==> src/hw/rtl/xte_pkg.sv <==
// Shared types, codes and character tables for the XML text escaper.
package xte_pkg;

  localparam int CP_W   = 32;  // input code unit width
  localparam int CHAR_W = 21;  // emitted code point width
  localparam int POS_W  = 32;  // position counter width
  localparam int IDX_W  = 3;   // index into an entity sequence (up to six)

  // Characters that are replaced by entities
  localparam logic [CP_W-1:0] CP_AMP  = 32'h0000_0026;
  localparam logic [CP_W-1:0] CP_LT   = 32'h0000_003C;
  localparam logic [CP_W-1:0] CP_GT   = 32'h0000_003E;
  localparam logic [CP_W-1:0] CP_QUOT = 32'h0000_0022;
  localparam logic [CP_W-1:0] CP_APOS = 32'h0000_0027;

  // Bounds of the valid XML character set
  localparam logic [CP_W-1:0] CP_TAB       = 32'h0000_0009;
  localparam logic [CP_W-1:0] CP_LF        = 32'h0000_000A;
  localparam logic [CP_W-1:0] CP_CR        = 32'h0000_000D;
  localparam logic [CP_W-1:0] CP_BMP_LO    = 32'h0000_0020;
  localparam logic [CP_W-1:0] CP_BMP_HI    = 32'h0000_D7FF;
  localparam logic [CP_W-1:0] CP_PRIV_LO   = 32'h0000_E000;
  localparam logic [CP_W-1:0] CP_PRIV_HI   = 32'h0000_FFFD;
  localparam logic [CP_W-1:0] CP_SUPP_LO   = 32'h0001_0000;
  localparam logic [CP_W-1:0] CP_SUPP_HI   = 32'h0010_FFFF;

  // Bit places of the flags in the output tuser
  localparam int USER_VALID = 0;
  localparam int USER_LAST  = 1;
  localparam int USER_ERROR = 2;
  localparam int USER_W     = 3;

  // Work codes passed from the classifier to the expander
  typedef enum logic [2:0] {
    OP_CHAR  = 3'd0,
    OP_AMP   = 3'd1,
    OP_LT    = 3'd2,
    OP_GT    = 3'd3,
    OP_QUOT  = 3'd4,
    OP_APOS  = 3'd5,
    OP_MARK  = 3'd6,
    OP_ERROR = 3'd7
  } op_t;

  typedef logic [IDX_W-1:0] idx_t;

  // One queued command: what to emit for one input item
  typedef struct packed {
    op_t               op;
    logic [CHAR_W-1:0] ch;
    logic              done;  // last result closes the string
    logic [POS_W-1:0]  pos;
    logic [CP_W-1:0]   bad;
  } cmd_t;

  // One result item
  typedef struct packed {
    logic [CHAR_W-1:0] out_char;
    logic              char_valid;
    logic              last_of_item;
    logic              string_done;
    logic              error;
    logic [POS_W-1:0]  error_position;
    logic [CP_W-1:0]   bad_code_point;
  } res_t;

  // Number of results a command produces
  function automatic idx_t op_len(op_t op);
    idx_t len;
    unique case (op) inside
      OP_AMP:                        len = IDX_W'(5);
      OP_LT, OP_GT:                  len = IDX_W'(4);
      OP_QUOT, OP_APOS:              len = IDX_W'(6);
      OP_CHAR, OP_MARK, OP_ERROR:    len = IDX_W'(1);
      default:                       len = IDX_W'(1);
    endcase
    return len;
  endfunction

  // Character number idx of an entity sequence
  function automatic logic [CHAR_W-1:0] ent_char(op_t op, idx_t idx);
    logic [7:0] c;
    c = 8'h26;
    unique case (op)
      OP_AMP: begin
        unique case (idx)
          3'd0:    c = 8'h26;
          3'd1:    c = 8'h61;
          3'd2:    c = 8'h6D;
          3'd3:    c = 8'h70;
          default: c = 8'h3B;
        endcase
      end
      OP_LT: begin
        unique case (idx)
          3'd0:    c = 8'h26;
          3'd1:    c = 8'h6C;
          3'd2:    c = 8'h74;
          default: c = 8'h3B;
        endcase
      end
      OP_GT: begin
        unique case (idx)
          3'd0:    c = 8'h26;
          3'd1:    c = 8'h67;
          3'd2:    c = 8'h74;
          default: c = 8'h3B;
        endcase
      end
      OP_QUOT: begin
        unique case (idx)
          3'd0:    c = 8'h26;
          3'd1:    c = 8'h71;
          3'd2:    c = 8'h75;
          3'd3:    c = 8'h6F;
          3'd4:    c = 8'h74;
          default: c = 8'h3B;
        endcase
      end
      OP_APOS: begin
        unique case (idx)
          3'd0:    c = 8'h26;
          3'd1:    c = 8'h61;
          3'd2:    c = 8'h70;
          3'd3:    c = 8'h6F;
          3'd4:    c = 8'h73;
          default: c = 8'h3B;
        endcase
      end
      default: c = 8'h26;
    endcase
    return CHAR_W'(c);
  endfunction

  // Valid XML character test
  function automatic logic xml_char_ok(logic [CP_W-1:0] c);
    return (c == CP_TAB) || (c == CP_LF) || (c == CP_CR) ||
           ((c >= CP_BMP_LO) && (c <= CP_BMP_HI)) ||
           ((c >= CP_PRIV_LO) && (c <= CP_PRIV_HI)) ||
           ((c >= CP_SUPP_LO) && (c <= CP_SUPP_HI));
  endfunction

endpackage

==> src/hw/rtl/xte_front.sv <==
// Front end: accepts code points, tracks string position and abort, classifies.
module xte_front
  import xte_pkg::*;
(
  input  logic            clk,
  input  logic            rst,
  input  logic            invalid_policy,
  input  logic            in_valid,
  output logic            in_ready,
  input  logic [CP_W-1:0] code_point,
  input  logic            end_of_string,
  input  logic            q_full,
  output logic            push,
  output cmd_t            cmd
);

  logic [POS_W-1:0] position;
  logic [POS_W-1:0] position_next;
  logic             aborted;
  logic             aborted_next;
  logic             emit;
  logic             accept;

  // Take an item whenever the queue has room
  assign in_ready = !q_full;
  assign accept   = in_valid && in_ready;
  assign push     = accept && emit;

  // Classify the code point and work out the next string state
  always_comb begin
    cmd.op        = OP_CHAR;
    cmd.ch        = code_point[CHAR_W-1:0];
    cmd.done      = end_of_string;
    cmd.pos       = position;
    cmd.bad       = code_point;
    emit          = 1'b0;
    aborted_next  = aborted;
    position_next = end_of_string ? '0 : position + POS_W'(1);
    if (aborted) begin
      aborted_next = !end_of_string;
    end else begin
      unique case (code_point)
        CP_AMP: begin
          cmd.op = OP_AMP;
          emit   = 1'b1;
        end
        CP_LT: begin
          cmd.op = OP_LT;
          emit   = 1'b1;
        end
        CP_GT: begin
          cmd.op = OP_GT;
          emit   = 1'b1;
        end
        CP_QUOT: begin
          cmd.op = OP_QUOT;
          emit   = 1'b1;
        end
        CP_APOS: begin
          cmd.op = OP_APOS;
          emit   = 1'b1;
        end
        default: begin
          if (xml_char_ok(code_point)) begin
            cmd.op = OP_CHAR;
            emit   = 1'b1;
          end else if (invalid_policy) begin
            // Report once, then drop the rest of the string
            cmd.op       = OP_ERROR;
            cmd.done     = 1'b1;
            emit         = 1'b1;
            aborted_next = !end_of_string;
          end else if (end_of_string) begin
            cmd.op = OP_MARK;
            emit   = 1'b1;
          end
        end
      endcase
    end
  end

  // Advance the string state on each transfer
  always_ff @(posedge clk) begin
    if (rst) begin
      position <= '0;
      aborted  <= 1'b0;
    end else if (accept) begin
      position <= position_next;
      aborted  <= aborted_next;
    end
  end

endmodule

==> src/hw/rtl/xte_queue.sv <==
// Command queue between the classifier and the expander.
module xte_queue
  import xte_pkg::*;
#(
  parameter int DEPTH = 4
) (
  input  logic clk,
  input  logic rst,
  input  logic push,
  input  cmd_t wr_cmd,
  input  logic pop,
  output cmd_t head,
  output logic empty,
  output logic full
);

  localparam int PTR_W = $clog2(DEPTH);
  localparam int CNT_W = $clog2(DEPTH + 1);

  cmd_t             entries [DEPTH];
  logic [PTR_W-1:0] wr_ptr;
  logic [PTR_W-1:0] rd_ptr;
  logic [CNT_W-1:0] count;

  assign empty = (count == '0);
  assign full  = (count == CNT_W'(DEPTH));
  assign head  = entries[rd_ptr];

  // Write the entry at the tail
  always_ff @(posedge clk) begin
    if (push) begin
      entries[wr_ptr] <= wr_cmd;
    end
  end

  // Advance pointers and fill count
  always_ff @(posedge clk) begin
    if (rst) begin
      wr_ptr <= '0;
      rd_ptr <= '0;
      count  <= '0;
    end else begin
      if (push) begin
        wr_ptr <= (wr_ptr == PTR_W'(DEPTH - 1)) ? '0 : wr_ptr + PTR_W'(1);
      end
      if (pop) begin
        rd_ptr <= (rd_ptr == PTR_W'(DEPTH - 1)) ? '0 : rd_ptr + PTR_W'(1);
      end
      if (push && !pop) begin
        count <= count + CNT_W'(1);
      end else if (pop && !push) begin
        count <= count - CNT_W'(1);
      end
    end
  end

endmodule

==> src/hw/rtl/xte_back.sv <==
// Back end: expands queued commands into result items behind an output register.
module xte_back
  import xte_pkg::*;
(
  input  logic clk,
  input  logic rst,
  input  cmd_t head,
  input  logic q_empty,
  output logic pop,
  output logic out_valid,
  input  logic out_ready,
  output res_t res
);

  idx_t idx;
  logic load;
  logic fire;
  logic at_end;
  res_t res_next;

  // Load a new result when the register is free or being drained
  assign load   = !out_valid || out_ready;
  assign fire   = load && !q_empty;
  assign at_end = (idx == op_len(head.op) - IDX_W'(1));
  assign pop    = fire && at_end;

  // Build the result for the current step of the head command
  always_comb begin
    res_next                = '0;
    res_next.last_of_item   = at_end;
    res_next.string_done    = at_end && head.done;
    unique case (head.op) inside
      OP_CHAR: begin
        res_next.out_char   = head.ch;
        res_next.char_valid = 1'b1;
      end
      OP_AMP, OP_LT, OP_GT, OP_QUOT, OP_APOS: begin
        res_next.out_char   = ent_char(head.op, idx);
        res_next.char_valid = 1'b1;
      end
      OP_ERROR: begin
        res_next.error          = 1'b1;
        res_next.error_position = head.pos;
        res_next.bad_code_point = head.bad;
      end
      default: begin
        res_next.char_valid = 1'b0;
      end
    endcase
  end

  // Step through the sequence and hold the output valid flag
  always_ff @(posedge clk) begin
    if (rst) begin
      idx       <= '0;
      out_valid <= 1'b0;
    end else if (load) begin
      out_valid <= fire;
      if (fire) begin
        idx <= at_end ? '0 : idx + IDX_W'(1);
      end
    end
  end

  // Capture the result payload
  always_ff @(posedge clk) begin
    if (fire) begin
      res <= res_next;
    end
  end

endmodule

==> src/hw/rtl/xml_text_escaper.sv <==
// XML text escaper: entity expansion and character validation of a code point stream.
//
// Input stream s_axis carries one 32-bit code point per transfer; s_axis_tlast
// marks the last code point of a string. Output stream m_axis carries one
// escaped character or marker per transfer; m_axis_tlast closes the string.
// & < > " ' expand into four to six characters, other valid XML characters
// pass unchanged, invalid ones are dropped or reported as cfg_data selects.
// A report carries the position and code point and ends the string; the rest
// of that string is then consumed without results.
// The first result of an item is registered in the command queue after its input
// transfer, and then in the output register.
// Throughput: one item per cycle while each yields one result and m_axis is ready;
// an entity holds the expander until all of its characters are out, and the
// classifier keeps accepting until the QUEUE_DEPTH-entry command queue fills.
// A stalled m_axis holds its result and backs up through the queue to s_axis.
// Reset clears the string position, the abort flag, the queue and the policy
// (drop invalid code points). Write cfg only while the block is idle.
module xml_text_escaper
  import xte_pkg::*;
#(
  parameter int QUEUE_DEPTH = 4
) (
  input  logic          clk,
  input  logic          rst,
  // Policy register write
  input  logic          cfg_valid,
  output logic          cfg_ready,
  input  logic          cfg_data,        // invalid_policy
  // Input stream
  input  logic          s_axis_tvalid,
  output logic          s_axis_tready,
  input  logic [31:0]   s_axis_tdata,    // code_point[31:0]
  input  logic          s_axis_tlast,    // end_of_string
  // Output stream
  output logic          m_axis_tvalid,
  input  logic          m_axis_tready,
  output logic [87:0]   m_axis_tdata,    // out_char[20:0], error_position[52:21],
                                         // bad_code_point[84:53], zero pad[87:85]
  output logic [USER_W-1:0] m_axis_tuser, // char_valid[0], last_of_item[1], error[2]
  output logic          m_axis_tlast     // string_done
);

  logic invalid_policy;
  logic q_push;
  logic q_pop;
  logic q_empty;
  logic q_full;
  cmd_t q_wr;
  cmd_t q_head;
  res_t res;

  // Hold the policy register
  assign cfg_ready = 1'b1;

  always_ff @(posedge clk) begin
    if (rst) begin
      invalid_policy <= 1'b0;
    end else if (cfg_valid && cfg_ready) begin
      invalid_policy <= cfg_data;
    end
  end

  xte_front u_front (
    .clk            (clk),
    .rst            (rst),
    .invalid_policy (invalid_policy),
    .in_valid       (s_axis_tvalid),
    .in_ready       (s_axis_tready),
    .code_point     (s_axis_tdata),
    .end_of_string  (s_axis_tlast),
    .q_full         (q_full),
    .push           (q_push),
    .cmd            (q_wr)
  );

  xte_queue #(
    .DEPTH (QUEUE_DEPTH)
  ) u_queue (
    .clk    (clk),
    .rst    (rst),
    .push   (q_push),
    .wr_cmd (q_wr),
    .pop    (q_pop),
    .head   (q_head),
    .empty  (q_empty),
    .full   (q_full)
  );

  xte_back u_back (
    .clk       (clk),
    .rst       (rst),
    .head      (q_head),
    .q_empty   (q_empty),
    .pop       (q_pop),
    .out_valid (m_axis_tvalid),
    .out_ready (m_axis_tready),
    .res       (res)
  );

  // Pack the result onto the output stream
  assign m_axis_tdata = {3'b000, res.bad_code_point, res.error_position, res.out_char};
  assign m_axis_tuser = {res.error, res.last_of_item, res.char_valid};
  assign m_axis_tlast = res.string_done;

`ifndef SYNTHESIS
  // The classifier never pushes into a full queue
  a_no_overflow: assert property (@(posedge clk) disable iff (rst)
    !(q_push && q_full))
    else $error("command pushed into full queue");

  // An error report always closes the item and the string
  a_error_closes: assert property (@(posedge clk) disable iff (rst)
    (m_axis_tvalid && m_axis_tuser[USER_ERROR]) |->
      (m_axis_tuser[USER_LAST] && m_axis_tlast && !m_axis_tuser[USER_VALID]))
    else $error("error report not marked as end of string");

  // A result without a character is a marker or an error report and ends its string
  a_marker_last: assert property (@(posedge clk) disable iff (rst)
    (m_axis_tvalid && !m_axis_tuser[USER_VALID]) |->
      (m_axis_tuser[USER_LAST] && m_axis_tlast))
    else $error("marker result not last of its string");

  // No result is shown in the cycle after reset
  a_reset_idle: assert property (@(posedge clk)
    $past(rst) |-> !m_axis_tvalid)
    else $error("output valid right after reset");
`endif

endmodule
==> config.mk <==
export PLATFORM = sky130hd
export DESIGN_NAME = xml_text_escaper
export DESIGN_NICKNAME = d
export VERILOG_FILES = /design/src/hw/rtl/xte_pkg.sv /design/src/hw/rtl/xte_front.sv /design/src/hw/rtl/xte_queue.sv /design/src/hw/rtl/xte_back.sv /design/src/hw/rtl/xml_text_escaper.sv
export SDC_FILE = /design/constraint.sdc
export NUM_CORES = 1
export LEC_CHECK = 0
export BUFFER_PORTS_ARGS = -buffer_cell sky130_fd_sc_hd__buf_2
export CORE_MARGIN = 10
export CORE_UTILIZATION = 52
export CTS_BUF_LIST = sky130_fd_sc_hd__clkbuf_8
export DETAILED_ROUTE_END_ITERATION = 16
export GPL_TIMING_DRIVEN = 0
export HOLD_SLACK_MARGIN = 0.15
export PLACE_DENSITY = 0.67
export SYNTH_ARGS = -nofsm -noshare
export SYNTH_HDL_FRONTEND = slang
export SYNTH_HIERARCHICAL = 1
export SYNTH_SLANG_ARGS = --single-unit
==> constraint.sdc <==
create_clock -name clk -period 4.8 [get_ports clk]
set_input_delay 0.24 -clock clk [delete_from_list [all_inputs] [get_ports clk]]
set_output_delay 0.24 -clock clk [all_outputs]
set_load 0.05 [all_outputs]
# [After elaboration in Yosys (flattened, before gate mapping)]
# Memory sizes are Yosys's and may differ from the RTL's. A register that Yosys moved wholly into a read port is not among the register bits.
# Cells that the tools add are included.
[word_totals] out_inout_bits=95 n_memories=1 inputBits=39 ramBits=356 regBits=134 elab_cells=121
[mem_list] name="u_queue.entries" words=4 width=89 read_ports=1 rd_ports_with_merged_regs=1 write_ports=1 line="xte_queue.sv:20" source="cmd_t entries [DEPTH];"
[op_classes] add_sub_neg=7 eq_ne=22 muxes=38 reduce_logical=32 magnitude_cmp=6
[op_table] op="equality test 32 x 6 -> 1 bit, second input constant" n=5
[op_table] op="equality test 32 x 4 -> 1 bit, second input constant" n=3
[op_table] op="one-hot mux 7 bit (5 select lines)" n=2
[op_table] op="2-to-1 mux 65 bit" n=1
[op_table] op="less-or-equal comparator 32 x 16 -> 1 bit, second input constant" n=2
[op_table] op="one-hot mux 21 bit (2 select lines)" n=1
[op_table] op="one-hot mux 7 bit (3 select lines)" n=2
[op_table] op="one-hot mux 8 bit (5 select lines)" n=1
[op_table] op="adder 32 x 1 -> 32 bit, second input constant" n=1
[op_table] op=">= comparator 32 x 16 -> 1 bit, second input constant" n=1
[op_table] op=">= comparator 32 x 17 -> 1 bit, second input constant" n=1
[op_table] op=">= comparator 32 x 6 -> 1 bit, second input constant" n=1
[op_table] op="less-or-equal comparator 32 x 21 -> 1 bit, second input constant" n=1
[op_table] op="2-to-1 mux 32 bit" n=1
[op_table] op="one-hot mux 7 bit (4 select lines)" n=1
[op_table] op="2-to-1 mux 3 bit" n=7
[op_table] op="2-to-1 mux 1 bit" n=16
[op_table] op="equality test 3 bit, second input constant" n=5
[op_table] op="one-hot mux 3 bit (5 select lines)" n=1
[op_table] op="equality test 3 x 2 -> 1 bit, second input constant" n=4
[op_table] op="logical AND 1 bit" n=10
[op_table] op="OR reduction 5 bit" n=2
[op_table] op="zero test 3 bit" n=3
[op_table] op="one-hot mux 3 bit (3 select lines)" n=1
[op_table] op="other kinds (13)" n=32

# [Depth between registers and ports, before layout]
[depth] ltp_word=14 ltp_mapped=15

# [By module]
# The synthesis kept the hierarchy.
[by_module_without_submodules] mod="xte_queue" cells_per_inst=509 instances=1 area_per_inst_um2=13260.2
[by_module_without_submodules] mod="xte_back" cells_per_inst=279 instances=1 area_per_inst_um2=3946.3
[by_module_without_submodules] mod="xte_front" cells_per_inst=268 instances=1 area_per_inst_um2=2204.6
[by_module_without_submodules] mod="xml_text_escaper" cells_per_inst=9 instances=1 area_per_inst_um2=71.3

# [Worst setup path before layout]
# OpenSTA, ideal clock, no wires.
[synth_timing] path_type="input to register" startpoint="in s_axis_tdata[16]" endpoint="mem u_queue/entries[0][0] (netlist name), enable pin" path_buffers=0 path_slack_ns=0.597 stages=5 t_arrival_ns=3.745 setup_ns=0.457 cell_sequence="or4_1 > a21o_1 > a31o_1 > a21oi_1 > and2_1"
[synth_via] elab_chain_cells=12
[synth_lines] element="start, declared" line="xml_text_escaper.sv:32" source="input logic [31:0] s_axis_tdata,"
[synth_lines] element="branches (longest 7 deep; another with >= comparator 32 x 6 -> 1 bit)"
[synth_lines] element="2-to-1 mux 1 bit (*)" line="xte_front.sv:42" source="unique case (code_point)"
[synth_lines] element="2-to-1 mux 1 bit (*)" line="xte_front.sv:39" source="if (aborted) begin"
[synth_lines] element="logical AND 1 bit (*)" line="xte_front.sv:27" source="assign push = accept && emit;"
[synth_lines] element="named net q_push" line="xml_text_escaper.sv:44" source="logic q_push;"
[synth_lines] element="2-to-1 mux 1 bit (*)" line="xte_queue.sv:31" source="if (push) begin"
[synth_lines] element="2-to-1 mux 1 bit (implied by the code) (*)" line="xte_queue.sv:32" source="entries[wr_ptr] <= wr_cmd;"
[synth_lines] element="end, declared" line="xte_queue.sv:20"
# Mark *: on every way through the listed nets, which the timed path passes.

==> out/results.tsv <==
stage	metric	value	unit
clock_network	Setup Buffers After CTS	0	
finish	Area Overhead vs Synth	16.6	%
sta	Final setup viols	0	
critical_path	Crit path largest cell delay	520	ps
finish	Core Util, Final	0.618	
pwr	Tot Pwr	12.6	mW
die	Initial Utilization	0.530	
pwr	maximum VDD drop	0.453	mV
clock_network	later-pin clock latency in the skew report	610	ps
die	number of top-level pins	134	
synth	Synth Cell Area	19500	sq um
critical_path	CP Data Required Time	5340	ps
synth	register bit total from synthesis	492	
finish	share of cells above drive strength 1	0.300	
clock_network	clock buffer depth	3	
finish	Layout fillers	2741	
pwr	Static Leak	7.91	nW
outcome	outcome	finished clean	
synth	Post-synth EDFFs	445	
route	DRT iter0 DRCs	647	
critical_path	CP arrival	4330	ps
critical_path	CP most frequent cell	inv_1	
critical_path	FF-to-FF path depth	15	
global_routing	GRT Residual Overflow	0	
synth	most frequent cells after synthesis	445 x edfxtp_1, 89 x mux4_2, 85 x and2_1, 58 x buf_4, 47 x dfxtp_1	
synth	Ys Warns	6	
pwr	sequential share of power	0.444	
pwr	Net Sw Power	4.35	mW
critical_path	Critical Path End Type	flip-flop	
global_routing	first-pass GRT wire length	60300	um
place	HPWL Detailed	23900	um
global_routing	antenna violations before repair	0	
global_routing	largest net degree at the start of global routing	74	
route	post-detailed-route via-to-cell ratio	5.49	
global_routing	GRT Util Overall	0.173	
clock_network	Resized cells post-CTS	0	
die	Die Y	214	um
critical_path	class of the most critical setup path	flip-flop to flip-flop	
sta	Pins Over Slew Limit	0	
pwr	switching part of the total	0.346	
sta	Rel. slew slack	0.304	
finish	Non-Filler Instances	1853	
place	placed insts	1669	
die	die area	45600	sq um
synth	ys async rst share	0	
sta	clk_skew	21.6	ps
pwr	Int Pwr	8.23	mW
route	routed len/inst	20.8	um
clock_network	Max H-tree Level	3	
finish	ant diodes	0	
worst_hold_path	hold path start	s_axis_tdata[24]	
route	number of remaining DRC errors	0	
sta	crit share post-route	0.789	
synth	Synth area leaders	edfxtp_1 69%, mux4_2 10%, dfxtp_1 4.8%	
clock_network	clock buffer count from CTS	79	
pwr	share of total power in the clock network	0.259	
sta	min Tclk post-route	3790	ps
die	core box area	36800	sq um
critical_path	CP max FO	10	
finish	Storage cell area	14300	sq um
critical_path	R2R setup slack	1010	ps
place	Final GP Congestion	0.818	
synth	Seq/Total Area, Yosys	0.734	
route	drt pass-1 iters	5	
synth	Mapped Cells	1065	
place	IO buf count	129	
sta	RSZ-0062 raised after global routing	false	
worst_hold_path	Hold Path Sink	u_queue/entries[1][24]	
sta	WHS	463	ps
critical_path	Critical Path Source Type	flip-flop	
route	post-route ant nets	0	
clock_network	clk sinks	492	
sta	worst-margin pin slew	1040	ps
worst_hold_path	worst hold path type	input pin to flip-flop	
critical_path	slowest CP cell	clkbuf_1	
die	Std-Cell Rows	70	
synth	Most used DFF post-synth	edfxtp_1	
critical_path	Crit path max-delay family	buffers and inverters	
critical_path	worst path buffer plus inverter count	5	
global_routing	vias in the first global route	10800	
synth	Yosys top cell area share	0.686	
synth	post-synth cell types	71	
die	Die X	214	um
synth	Yosys top cell by area	edfxtp_1	
critical_path	r2r endpoint	u_queue/count[2]	
synth	count leader, synth	edfxtp_1	
clock_network	CTS tree	done	
route	DR vias	10200	
job	# Max-Cap Violations	0	
clock_network	root buffer cell	clkbuf_8	
synth	Avg Cell Area, Syn	18.3	sq um
sta	Hold Vio Cnt, Final	0	
sta	fmax	0.264	GHz
route	drt total wl	38500	um
clock_network	CTS clk-pin slew, worst paths	60	ps
finish	nets@finish	1375	
finish	area of the multi-input gates	4470	sq um
worst_hold_path	hold path depth	3	
pwr	combinational power share	0.297	
critical_path	CP cell instances	buf_2 > clkbuf_1 > mux4_2 > buf_6 > nand2_1 > nor3_1 > o21a_2 > o21a_1 > inv_1 > ha_1 > inv_1 > fa_1 > xor2_1 > or3_1 > a21oi_1	
pwr	cell area power density	554	nW/um^2
==> worst max-delay path by stage <==
stage / startpoint / endpoint / cells past startpoint
finish: flip-flop / u_queue/count[2] / 15
global route: flip-flop / u_queue/count[2] / 14
CTS: flip-flop / u_queue/count[2] / 15
detailed placement: flip-flop / u_queue/count[2] / 15
global placement: s_axis_tdata[21] / u_queue/entries[2][22] / 7
floorplan: s_axis_tdata[16] / u_queue/entries[0][0] / 5
==> worst min-delay path: stages <==
cell	delay [ps]
dlygate4sd3_1	510
buf_2	100
buf_4	110
==> what timing repair did <==
item / in CTS / in global routing
hold buffers: 40 / 0
hold endpoints to repair: 235 / 0
setup endpoints to repair: 0 / 0
==> sequential cells by signal, indices dropped and copies added (netlist names), named ones only <==
signal and cells:
u_queue/entries 356, u_back/res 89, u_front/position 32, u_back/idx 3, u_queue/count 3, u_queue/rd_ptr 2, u_queue/wr_ptr 2, invalid_policy 1
u_back/out_valid 1, u_front/aborted 1
==> through the flow <==
stage,area (sq um),TNS (ps),worst slack [ps]
after floorplan,19500,0,597
after global placement,20700,-533130,-1510
after detailed placement,20900,0,1010
after CTS,22700,0,983
after global routing,22700,0,765
final,22700,0,1010
==> cell type report <==
type / instances / area share
Clock buffer: 85 / 0.0515
Multi-Input combinational cell: 458 / 0.197
Clock inverter: 59 / 0.0122
Sequential cell: 492 / 0.630
Buffer: 99 / 0.0291
Inverter: 18 / 0.00308
Timing Repair Buffer: 174 / 0.0521
Tap cell: 468 / 0.0258
==> cells by family after synthesis <==
family,Yosys count,share of synthesized area
other cells,2,0.000385
buf+inv,117,0.0374
compound gates,87,0.0298
fa+ha+maj,14,0.00938
mux,95,0.106
xor+xnor,22,0.00989
flops,492,0.734
simple gates,236,0.0730
==> per-layer routing <==
| metal | global-route usage | wire (um) | vias up |
|---|---|---|---|
| li1 | - | - | 4676 |
| met3 | 0.0385 | 2260 | 69 |
| met5 | 0 | 0 | - |
| met2 | 0.281 | 19000 | 286 |
| met1 | 0.225 | 16300 | 5141 |
| met4 | 0.0670 | 914 | 0 |
==> placed cells by master, fill, tap and decap left out, types with 5 or more instances in the layout <==
cell type | synthesis | routed
and2_1 | 85 | 81
nand3_1 | 12 | 12
or4_1 | 7 | 7
ha_1 | 13 | 13
nor4_1 | 8 | 8
inv_1 | 18 | 43
a21oi_1 | 23 | 23
clkbuf_8 | 0 | 85
buf_2 | 12 | 141
o21ai_1 | 6 | 6
nand2_1 | 17 | 17
o21a_1 | 7 | 7
edfxtp_1 | 445 | 445
mux2i_1 | 6 | 6
clkinv_1 | 0 | 17
xnor2_1 | 6 | 6
nor2_1 | 35 | 35
nand4_1 | 17 | 17
nand2b_1 | 5 | 5
buf_4 | 58 | 58
clkbuf_1 | 23 | 23
mux4_2 | 89 | 89
xor2_1 | 16 | 16
o21ai_0 | 12 | 12
buf_16 | 0 | 5
or3_1 | 10 | 10
nor3_1 | 7 | 7
nor2b_1 | 5 | 5
clkinv_2 | 0 | 11
dlygate4sd3_1 | 0 | 40
dfxtp_1 | 47 | 47
==> power by group through the flow <==
stage	Clock (mW)	Sequential [mW]	Combinational [mW]
global placement	0	5.74	3.66
floorplan	0	7.12	1.41
finish	3.25	5.59	3.74
detailed placement	0	5.67	3.77
global route	3.56	5.64	3.99
CTS	3.37	5.59	3.81
(Power assumes the default switching activity.)
